==> src/ukse_pkg.sv <==
// ----------------------------------------------------------------------------
// ukse_pkg
// Shared constants and controller/datapath interface types for the key set
// engine.
// ----------------------------------------------------------------------------
package ukse_pkg;

    localparam int CAPACITY = 32;
    localparam int KEY_W    = 32;
    localparam int IDX_W    = (CAPACITY > 1) ? $clog2(CAPACITY) : 1;
    localparam int CNT_W    = $clog2(CAPACITY + 1);
    localparam int RUN_W    = $clog2(2 * CAPACITY + 1);
    localparam int SIZE_W   = 6;
    localparam int KIND_W   = 3;
    localparam int S_DATA_W = 32;
    localparam int M_DATA_W = 40;
    localparam int M_USER_W = 3;

    typedef logic [KIND_W-1:0] kind_t;

    localparam kind_t KIND_INS_A  = 3'd0;
    localparam kind_t KIND_INS_B  = 3'd1;
    localparam kind_t KIND_SRCH_A = 3'd2;
    localparam kind_t KIND_SRCH_B = 3'd3;
    localparam kind_t KIND_UNION  = 3'd4;
    localparam kind_t KIND_INTER  = 3'd5;

    typedef struct packed {
        logic cap_in;      // latch request key
        logic insert;      // request is an insert
        logic scan_start;  // reset inner scan, latch target
        logic scan_tgt_b;  // inner scan target is set B
        logic scan_run;    // advance inner scan
        logic i_clr;       // reset outer index, latch source
        logic src_b;       // outer source is set B
        logic fetch;       // read source at outer index
        logic i_inc;
        logic load_probe;  // probe <= fetched source key
        logic n_load_a;    // run count <= count of A
        logic n_clr;
        logic n_inc;
        logic e_clr;
        logic out_single;  // insert/search result, commit insert
        logic out_run;     // run element
        logic out_empty;   // empty run marker
    } ukse_cmd_t;

    typedef struct packed {
        logic scan_done;
        logic hit;
        logic i_end;
        logic n_zero;
        logic out_free;
    } ukse_stat_t;

endpackage

==> src/unordered_key_set_engine_top.sv <==
// ----------------------------------------------------------------------------
// unordered_key_set_engine_top
// Two bounded unordered key sets with insert, search, and streamed union and
// intersection runs.
//
// Channel  Dir  tdata (low bit up)               tuser (low bit up)             tlast
// s_       in   key[31:0]                        kind[2:0]                      -
// m_       out  out_key[31:0], set_size[37:32]   found, full_reject, empty_run  last
//
// Insert/search: the addressed set is scanned, then the result is issued and the
// next request can be accepted; one key compare per cycle against a registered
// store read.
// Union and intersection: a count pass, then an emit pass over the run
// elements.
// Reset clears both counts; no store clearing pass. One request is in work
// at a time; a held output result stalls the sequencer only when it must emit.
// ----------------------------------------------------------------------------
module unordered_key_set_engine_top import ukse_pkg::*; (
    input  logic                aclk,
    input  logic                aresetn,
    input  logic                s_tvalid,
    output logic                s_tready,
    input  logic [S_DATA_W-1:0] s_tdata,   // key
    input  logic [KIND_W-1:0]   s_tuser,   // kind
    output logic                m_tvalid,
    input  logic                m_tready,
    output logic [M_DATA_W-1:0] m_tdata,   // out_key, set_size, zero pad
    output logic [M_USER_W-1:0] m_tuser,   // found, full_reject, empty_run
    output logic                m_tlast
);

    ukse_cmd_t  cmd;
    ukse_stat_t stat;

    ukse_ctrl u_ctrl (
        .aclk     (aclk),
        .aresetn  (aresetn),
        .s_tvalid (s_tvalid),
        .s_tready (s_tready),
        .kind     (s_tuser),
        .stat     (stat),
        .cmd      (cmd)
    );

    ukse_datapath u_datapath (
        .aclk     (aclk),
        .aresetn  (aresetn),
        .s_tdata  (s_tdata),
        .cmd      (cmd),
        .stat     (stat),
        .m_tvalid (m_tvalid),
        .m_tready (m_tready),
        .m_tdata  (m_tdata),
        .m_tuser  (m_tuser),
        .m_tlast  (m_tlast)
    );

endmodule

==> src/ukse_datapath.sv <==
// ----------------------------------------------------------------------------
// ukse_datapath
// Key stores for sets A and B, counts, membership scan unit, run counters
// and the output register.
// ----------------------------------------------------------------------------
module ukse_datapath import ukse_pkg::*; (
    input  logic                aclk,
    input  logic                aresetn,
    input  logic [S_DATA_W-1:0] s_tdata,
    input  ukse_cmd_t           cmd,
    output ukse_stat_t          stat,
    output logic                m_tvalid,
    input  logic                m_tready,
    output logic [M_DATA_W-1:0] m_tdata,
    output logic [M_USER_W-1:0] m_tuser,
    output logic                m_tlast
);

    logic [KEY_W-1:0]  mem_a [CAPACITY];
    logic [KEY_W-1:0]  mem_b [CAPACITY];
    logic [KEY_W-1:0]  rd_a_reg;
    logic [KEY_W-1:0]  rd_b_reg;
    logic [KEY_W-1:0]  probe_reg;
    logic [CNT_W-1:0]  cnt_a_reg;
    logic [CNT_W-1:0]  cnt_b_reg;
    logic [CNT_W-1:0]  j_reg;
    logic [CNT_W-1:0]  i_reg;
    logic              pend_reg;
    logic              hit_reg;
    logic              tgt_b_reg;
    logic              src_b_reg;
    logic              ins_reg;
    logic [RUN_W-1:0]  n_reg;
    logic [RUN_W-1:0]  e_reg;

    logic              m_valid_reg;
    logic [KEY_W-1:0]  m_key_reg;
    logic              m_found_reg;
    logic              m_rej_reg;
    logic              m_empty_reg;
    logic              m_last_reg;
    logic [SIZE_W-1:0] m_size_reg;

    logic [CNT_W-1:0]  cnt_tgt;
    logic [CNT_W-1:0]  cnt_src;
    logic [CNT_W-1:0]  cnt_after;
    logic [KEY_W-1:0]  tgt_data;
    logic [KEY_W-1:0]  src_data;
    logic [IDX_W-1:0]  raddr_a;
    logic [IDX_W-1:0]  raddr_b;
    logic [RUN_W-1:0]  e_plus;
    logic              scan_issue;
    logic              full;
    logic              do_ins;
    logic              out_free;

    assign cnt_tgt    = tgt_b_reg ? cnt_b_reg : cnt_a_reg;
    assign cnt_src    = src_b_reg ? cnt_b_reg : cnt_a_reg;
    assign tgt_data   = tgt_b_reg ? rd_b_reg : rd_a_reg;
    assign src_data   = src_b_reg ? rd_b_reg : rd_a_reg;
    assign scan_issue = cmd.scan_run && (j_reg < cnt_tgt);
    assign raddr_a    = (cmd.fetch && !src_b_reg) ? i_reg[IDX_W-1:0] : j_reg[IDX_W-1:0];
    assign raddr_b    = (cmd.fetch && src_b_reg) ? i_reg[IDX_W-1:0] : j_reg[IDX_W-1:0];
    assign full       = (cnt_tgt == CNT_W'(CAPACITY));
    assign do_ins     = ins_reg && !hit_reg && !full;
    assign cnt_after  = cnt_tgt + CNT_W'(do_ins);
    assign e_plus     = e_reg + RUN_W'(1);
    assign out_free   = !m_valid_reg || m_tready;

    assign stat.scan_done = !(j_reg < cnt_tgt) && !pend_reg;
    assign stat.hit       = hit_reg;
    assign stat.i_end     = !(i_reg < cnt_src);
    assign stat.n_zero    = (n_reg == '0);
    assign stat.out_free  = out_free;

    // key stores, registered read
    always_ff @(posedge aclk) begin
        if (cmd.out_single && do_ins && !tgt_b_reg) begin
            mem_a[cnt_a_reg[IDX_W-1:0]] <= probe_reg;
        end
        if (cmd.out_single && do_ins && tgt_b_reg) begin
            mem_b[cnt_b_reg[IDX_W-1:0]] <= probe_reg;
        end
        rd_a_reg <= mem_a[raddr_a];
        rd_b_reg <= mem_b[raddr_b];
    end

    always_ff @(posedge aclk) begin
        if (!aresetn) begin
            cnt_a_reg   <= '0;
            cnt_b_reg   <= '0;
            j_reg       <= '0;
            i_reg       <= '0;
            pend_reg    <= 1'b0;
            hit_reg     <= 1'b0;
            tgt_b_reg   <= 1'b0;
            src_b_reg   <= 1'b0;
            ins_reg     <= 1'b0;
            n_reg       <= '0;
            e_reg       <= '0;
            m_valid_reg <= 1'b0;
        end else begin
            if (cmd.cap_in) begin
                ins_reg <= cmd.insert;
            end

            if (cmd.scan_start) begin
                j_reg     <= '0;
                pend_reg  <= 1'b0;
                hit_reg   <= 1'b0;
                tgt_b_reg <= cmd.scan_tgt_b;
            end else if (cmd.scan_run) begin
                pend_reg <= scan_issue;
                if (scan_issue) begin
                    j_reg <= j_reg + CNT_W'(1);
                end
                if (pend_reg && (tgt_data == probe_reg)) begin
                    hit_reg <= 1'b1;
                end
            end

            if (cmd.i_clr) begin
                i_reg     <= '0;
                src_b_reg <= cmd.src_b;
            end else if (cmd.i_inc) begin
                i_reg <= i_reg + CNT_W'(1);
            end

            if (cmd.n_load_a) begin
                n_reg <= RUN_W'(cnt_a_reg);
            end else if (cmd.n_clr) begin
                n_reg <= '0;
            end else if (cmd.n_inc) begin
                n_reg <= n_reg + RUN_W'(1);
            end

            if (cmd.e_clr) begin
                e_reg <= '0;
            end else if (cmd.out_run) begin
                e_reg <= e_plus;
            end

            if (cmd.out_single && do_ins) begin
                if (tgt_b_reg) begin
                    cnt_b_reg <= cnt_after;
                end else begin
                    cnt_a_reg <= cnt_after;
                end
            end

            if (cmd.out_single || cmd.out_run || cmd.out_empty) begin
                m_valid_reg <= 1'b1;
            end else if (m_tready) begin
                m_valid_reg <= 1'b0;
            end
        end
    end

    // probe and output payload
    always_ff @(posedge aclk) begin
        if (cmd.cap_in) begin
            probe_reg <= s_tdata[KEY_W-1:0];
        end else if (cmd.load_probe) begin
            probe_reg <= src_data;
        end

        if (cmd.out_single) begin
            m_key_reg   <= probe_reg;
            m_found_reg <= hit_reg;
            m_rej_reg   <= ins_reg && !hit_reg && full;
            m_empty_reg <= 1'b0;
            m_last_reg  <= 1'b1;
            m_size_reg  <= SIZE_W'(cnt_after);
        end else if (cmd.out_run) begin
            m_key_reg   <= probe_reg;
            m_found_reg <= 1'b0;
            m_rej_reg   <= 1'b0;
            m_empty_reg <= 1'b0;
            m_last_reg  <= (e_plus == n_reg);
            m_size_reg  <= SIZE_W'(n_reg);
        end else if (cmd.out_empty) begin
            m_key_reg   <= '0;
            m_found_reg <= 1'b0;
            m_rej_reg   <= 1'b0;
            m_empty_reg <= 1'b1;
            m_last_reg  <= 1'b1;
            m_size_reg  <= '0;
        end
    end

    assign m_tvalid = m_valid_reg;
    assign m_tdata  = {{(M_DATA_W - KEY_W - SIZE_W){1'b0}}, m_size_reg, m_key_reg};
    assign m_tuser  = {m_empty_reg, m_rej_reg, m_found_reg};
    assign m_tlast  = m_last_reg;

endmodule

==> src/ukse_ctrl.sv <==
// ----------------------------------------------------------------------------
// ukse_ctrl
// Sequencer for insert, search, union and intersection requests.
// ----------------------------------------------------------------------------
module ukse_ctrl import ukse_pkg::*; (
    input  logic       aclk,
    input  logic       aresetn,
    input  logic       s_tvalid,
    output logic       s_tready,
    input  kind_t      kind,
    input  ukse_stat_t stat,
    output ukse_cmd_t  cmd
);

    typedef enum logic [3:0] {
        ST_IDLE,
        ST_SCAN1,
        ST_RESULT1,
        ST_FETCH,
        ST_LOAD,
        ST_SCAN,
        ST_EMIT,
        ST_EMPTY
    } state_t;

    typedef enum logic [1:0] {
        PH_CNT,
        PH_EMIT_A,
        PH_EMIT_S
    } phase_t;

    state_t state_reg, state_next;
    phase_t phase_reg, phase_next;
    logic   union_reg, union_next;
    logic   keep;

    assign keep     = union_reg ? !stat.hit : stat.hit;
    assign s_tready = (state_reg == ST_IDLE);

    always_comb begin
        cmd        = '0;
        state_next = state_reg;
        phase_next = phase_reg;
        union_next = union_reg;
        unique case (state_reg)
            ST_IDLE: begin
                if (s_tvalid) begin
                    cmd.cap_in = 1'b1;
                    unique case (kind) inside
                        KIND_INS_A, KIND_INS_B, KIND_SRCH_A, KIND_SRCH_B: begin
                            cmd.insert     = (kind == KIND_INS_A) || (kind == KIND_INS_B);
                            cmd.scan_start = 1'b1;
                            cmd.scan_tgt_b = (kind == KIND_INS_B) || (kind == KIND_SRCH_B);
                            state_next     = ST_SCAN1;
                        end
                        KIND_UNION: begin
                            union_next   = 1'b1;
                            phase_next   = PH_CNT;
                            cmd.i_clr    = 1'b1;
                            cmd.src_b    = 1'b1;
                            cmd.n_load_a = 1'b1;
                            state_next   = ST_FETCH;
                        end
                        KIND_INTER: begin
                            union_next = 1'b0;
                            phase_next = PH_CNT;
                            cmd.i_clr  = 1'b1;
                            cmd.n_clr  = 1'b1;
                            state_next = ST_FETCH;
                        end
                        default: begin
                            state_next = ST_IDLE;
                        end
                    endcase
                end
            end
            ST_SCAN1: begin
                cmd.scan_run = 1'b1;
                if (stat.scan_done) begin
                    state_next = ST_RESULT1;
                end
            end
            ST_RESULT1: begin
                if (stat.out_free) begin
                    cmd.out_single = 1'b1;
                    state_next     = ST_IDLE;
                end
            end
            ST_FETCH: begin
                if (stat.i_end) begin
                    unique case (phase_reg)
                        PH_CNT: begin
                            if (stat.n_zero) begin
                                state_next = ST_EMPTY;
                            end else begin
                                cmd.i_clr  = 1'b1;
                                cmd.e_clr  = 1'b1;
                                phase_next = union_reg ? PH_EMIT_A : PH_EMIT_S;
                            end
                        end
                        PH_EMIT_A: begin
                            cmd.i_clr  = 1'b1;
                            cmd.src_b  = 1'b1;
                            phase_next = PH_EMIT_S;
                        end
                        PH_EMIT_S: begin
                            state_next = ST_IDLE;
                        end
                        default: begin
                            state_next = ST_IDLE;
                        end
                    endcase
                end else begin
                    cmd.fetch  = 1'b1;
                    cmd.i_inc  = 1'b1;
                    state_next = ST_LOAD;
                end
            end
            ST_LOAD: begin
                cmd.load_probe = 1'b1;
                if (phase_reg == PH_EMIT_A) begin
                    state_next = ST_EMIT;
                end else begin
                    cmd.scan_start = 1'b1;
                    cmd.scan_tgt_b = !union_reg;
                    state_next     = ST_SCAN;
                end
            end
            ST_SCAN: begin
                cmd.scan_run = 1'b1;
                if (stat.scan_done) begin
                    if (phase_reg == PH_CNT) begin
                        cmd.n_inc  = keep;
                        state_next = ST_FETCH;
                    end else begin
                        state_next = keep ? ST_EMIT : ST_FETCH;
                    end
                end
            end
            ST_EMIT: begin
                if (stat.out_free) begin
                    cmd.out_run = 1'b1;
                    state_next  = ST_FETCH;
                end
            end
            ST_EMPTY: begin
                if (stat.out_free) begin
                    cmd.out_empty = 1'b1;
                    state_next    = ST_IDLE;
                end
            end
            default: begin
                state_next = ST_IDLE;
            end
        endcase
    end

    always_ff @(posedge aclk) begin
        if (!aresetn) begin
            state_reg <= ST_IDLE;
            phase_reg <= PH_CNT;
            union_reg <= 1'b0;
        end else begin
            state_reg <= state_next;
            phase_reg <= phase_next;
            union_reg <= union_next;
        end
    end

endmodule

==> config.mk <==
export PLATFORM = sky130hd
export DESIGN_NAME = unordered_key_set_engine_top
export DESIGN_NICKNAME = d
export VERILOG_FILES = /design/src/ukse_pkg.sv /design/src/unordered_key_set_engine_top.sv /design/src/ukse_datapath.sv /design/src/ukse_ctrl.sv
export SDC_FILE = /design/constraint.sdc
export NUM_CORES = 2
export LEC_CHECK = 0
export BUFFER_PORTS_ARGS = -buffer_cell sky130_fd_sc_hd__buf_2
export CORE_UTILIZATION = 45
export CTS_CLUSTER_DIAMETER = 150
export CTS_CLUSTER_SIZE = 25
export DETAILED_ROUTE_END_ITERATION = 8
export RECOVER_POWER = 50
export SLEW_MARGIN = 30
export SYNTH_ARGS = -nofsm -noshare
export SYNTH_HDL_FRONTEND = slang
export SYNTH_SLANG_ARGS = --single-unit
==> constraint.sdc <==
create_clock -name aclk -period 6.2 [get_ports aclk]
set_input_delay 0.31 -clock aclk [delete_from_list [all_inputs] [get_ports aclk]]
set_output_delay 0.31 -clock aclk [all_outputs]
set_load 0.005 [all_outputs]
==> metrics <==
failing checks capacitance limit, slew limit; clk buf depth 3; total number of vias about 76k; die area approximately 240,000 sq um; crit end category register; CP Launch Type register; Int Pwr 0.0215 W; WP buf/inv 2; clock power share between 20% and 30%; H-Tree Depth 3; CTS buffer count 99; WS Path Type reg -> reg; IO Port Bufs 82; IO Count 85; cell area after synthesis 106,000 sq um; Design Area, Final around 110,000 sq um; clk_lat worst skew 0.83 ns; clk root buf clkbuf_16; worst clock skew between 0.04 and 0.05 ns; synth cell count leaders edfxtp_1, nand2b_1, nand3_1, nand2_1, clkbuf_1; Syn Area/Cell roughly 12 sq um; synth warn 0; Comb pwr share roughly a tenth; sequential share of power between 60% and 70%; R2R depth 11; Primary FF master, synth edfxtp_1; die width about 490 um; share of cells above drive strength 1 roughly 6.5%; share of synthesized registers carrying an async set or reset 0%; worst hold path type in -> reg; CTS sink count around 2.2k; slowest CP cell nor4_1; area share of the largest cell type after synthesis 60.1%; final setup vio count 0; status finished, violations left; Worst-Margin Slew between 4 and 5 ns; Rel. slew slack -184%; gr usage total between 20% and 30%; post-synthesis register bit count about 2.2k; most common cell in the netlist edfxtp_1; hold path cells 3; cts repair resizes 0; worst vdd ir between 0.2 and 0.25 mV; vias in the first global route slightly above 70k; CP arrival approximately 6 ns; Psw about 0.0075 W; worst hold slack 0.0854 ns; Routed wire per std cell about 29 um; Stages on worst setup path 11; 1st-iter DRT viols around 9k; WP data required around 7 ns; CTS tree yes; critical-path cell list mux2i_1, ha_1, o21ai_0, o211ai_1, buf_12, buf_12, a211oi_1, a311oi_1, mux2i_1, o22ai_1, nor4_1; Post-Syn Instances approximately 9.1k; PwrDens between 200 and 300 nW/um^2; initial core utilization roughly 45%; area post-placement 110,000 sq um; Critical Path Max Stage Delay around 0.69 ns; Total Power about 0.029 W; multi-input logic area approximately 37,000 sq um; Post-DRT Antenna Nets 0; Yosys top cell by area edfxtp_1; Synth area leaders edfxtp_1, nand2b_1, nand3_1; # Max-Cap Violations 37; largest net degree at the start of global routing roughly 260; fmax 185 MHz; initial antenna violation count 7; grt total ovfl 0; setup TNS 0 ns; period utilization between 80 and 90%; fillcell total about 20k; Yosys cell types between 70 and 80; Pins Over Slew Limit 2,213; layout net count 8,759; vias per cell 6.41; RSZ-0062 raised after global routing false; register area share after synthesis 62.2%; Vert. Die Dim a little under 500 um; GPL Wtd Cong 0.867; Final min period 5.40 ns; crit path max fanout approximately 160; DRC errors left 0; number of synthesized flops with an enable pin 2,120; final hold violation count 0; global-route wire length before repair around 490,000 um; Top delay family on crit path compound AO/OA/AOI/OAI gates; Seq. cell area roughly 66,000 sq um; P_leak 36.3 nW; HPWL after DPL ~190,000 um; CTS clk-pin slew, worst paths approximately 0.10 ns; Area growth syn-to-layout 7.03%; Net Sw Frac 25.9%; drt pass-1 iters 6; Site Rows between 150 and 200; Core Area 233,000 sq um; Routed WL about 340,000 um
final timing paths:
path                                       startpoint                                  end  slack [ns]
setup / recovery    u_datapath.src_b_reg$_SDFFE_PN0P_       u_datapath.rd_a_reg[3]$_DFF_P_        0.80
hold / removal                            s_tdata[31]   u_datapath.probe_reg[31]$_DFFE_PP_        0.09
setup reg to reg    u_datapath.src_b_reg$_SDFFE_PN0P_       u_datapath.rd_a_reg[3]$_DFF_P_        0.80
hold reg to reg   u_datapath.m_empty_reg$_SDFFE_PP0P_  u_datapath.m_empty_reg$_SDFFE_PP0P_        0.48
metal layers:
metal | vias up | wire (um) | GRT usage, %
met1 | 39093 | 139000 | 38.1
met4 | 2 | 16500 | 12.3
met2 | 3322 | 159000 | 44.7
li1 | 33447 | - | -
met3 | 534 | 25800 | 3.67
met5 | - | 8 | 0
through the flow:
stage	util [%]	std cells	setup slack, ns
CTS	48.6	11911	1.13
global placement	47.0	11675	1.11
detailed placement	47.2	11695	1.20
global route	48.6	11922	0.858
finish	48.6	11923	0.801
floorplan	-	9087	1.39
cells in the final DEF (no fill, tap or decap), drive strengths merged, types with 256 or more instances in the layout:
master / count
a22oi: 269
buf: 279
a211oi: 519
o21ai: 506
a21oi: 276
edfxtp: 2120
nand3: 890
a311oi: 256
nand2: 845
nand2b: 1029
nor2: 364
mux2i: 349
cell families after synthesis:
| kind of cell | after synthesis | synth area share (%) |
|---|---|---|
| compound gates | 2066 | 13.1 |
| other cells | 1 | 0.00354 |
| mux | 418 | 4.04 |
| flops | 2236 | 62.2 |
| buf+inv | 862 | 3.34 |
| simple gates | 3428 | 16.6 |
| fa+ha+maj | 17 | 0.201 |
| xor+xnor | 58 | 0.479 |
timing repair:
action,CTS,global route
buffers inserted,0,0
hold buffers,35,0
hold endpoints to repair,44,0
final cells by class:
| class | count | share of cell area, % |
|---|---|---|
| well taps | 3132 | 3.45 |
| clock buffers | 173 | 2.43 |
| repair buffers | 364 | 3.00 |
| flip-flops and latches | 2236 | 58.2 |
| inverters | 13 | 0.0430 |
| clock inverters | 8 | 0.119 |
| diodes | 8 | 0.0176 |
| multi-input cells | 5989 | 32.8 |
worst reg2reg max path, delay by kind of cell (launching register included):
kind | cells | cell delay (ns)
and+or+nand+nor | 1 | 0.70
AOI/OAI and AO/OA | 5 | 1.90
muxes | 2 | 0.57
buffers and inverters | 2 | 1.20
adders and majority gates | 1 | 0.27
DFF | 1 | 0.60
power groups by stage:
stage	Combinational, W	Sequential [W]	Clock, W
2_1_floorplan	0.000751	0.0189	0
3_3_place_gp	0.00277	0.0183	0
3_5_place_dp	0.00284	0.0183	0
4_1_cts	0.00286	0.0179	0.00803
5_1_grt	0.00295	0.0182	0.00851
6_report	0.00284	0.0182	0.00795
No activity file was read; power rests on OpenSTA's default activity.
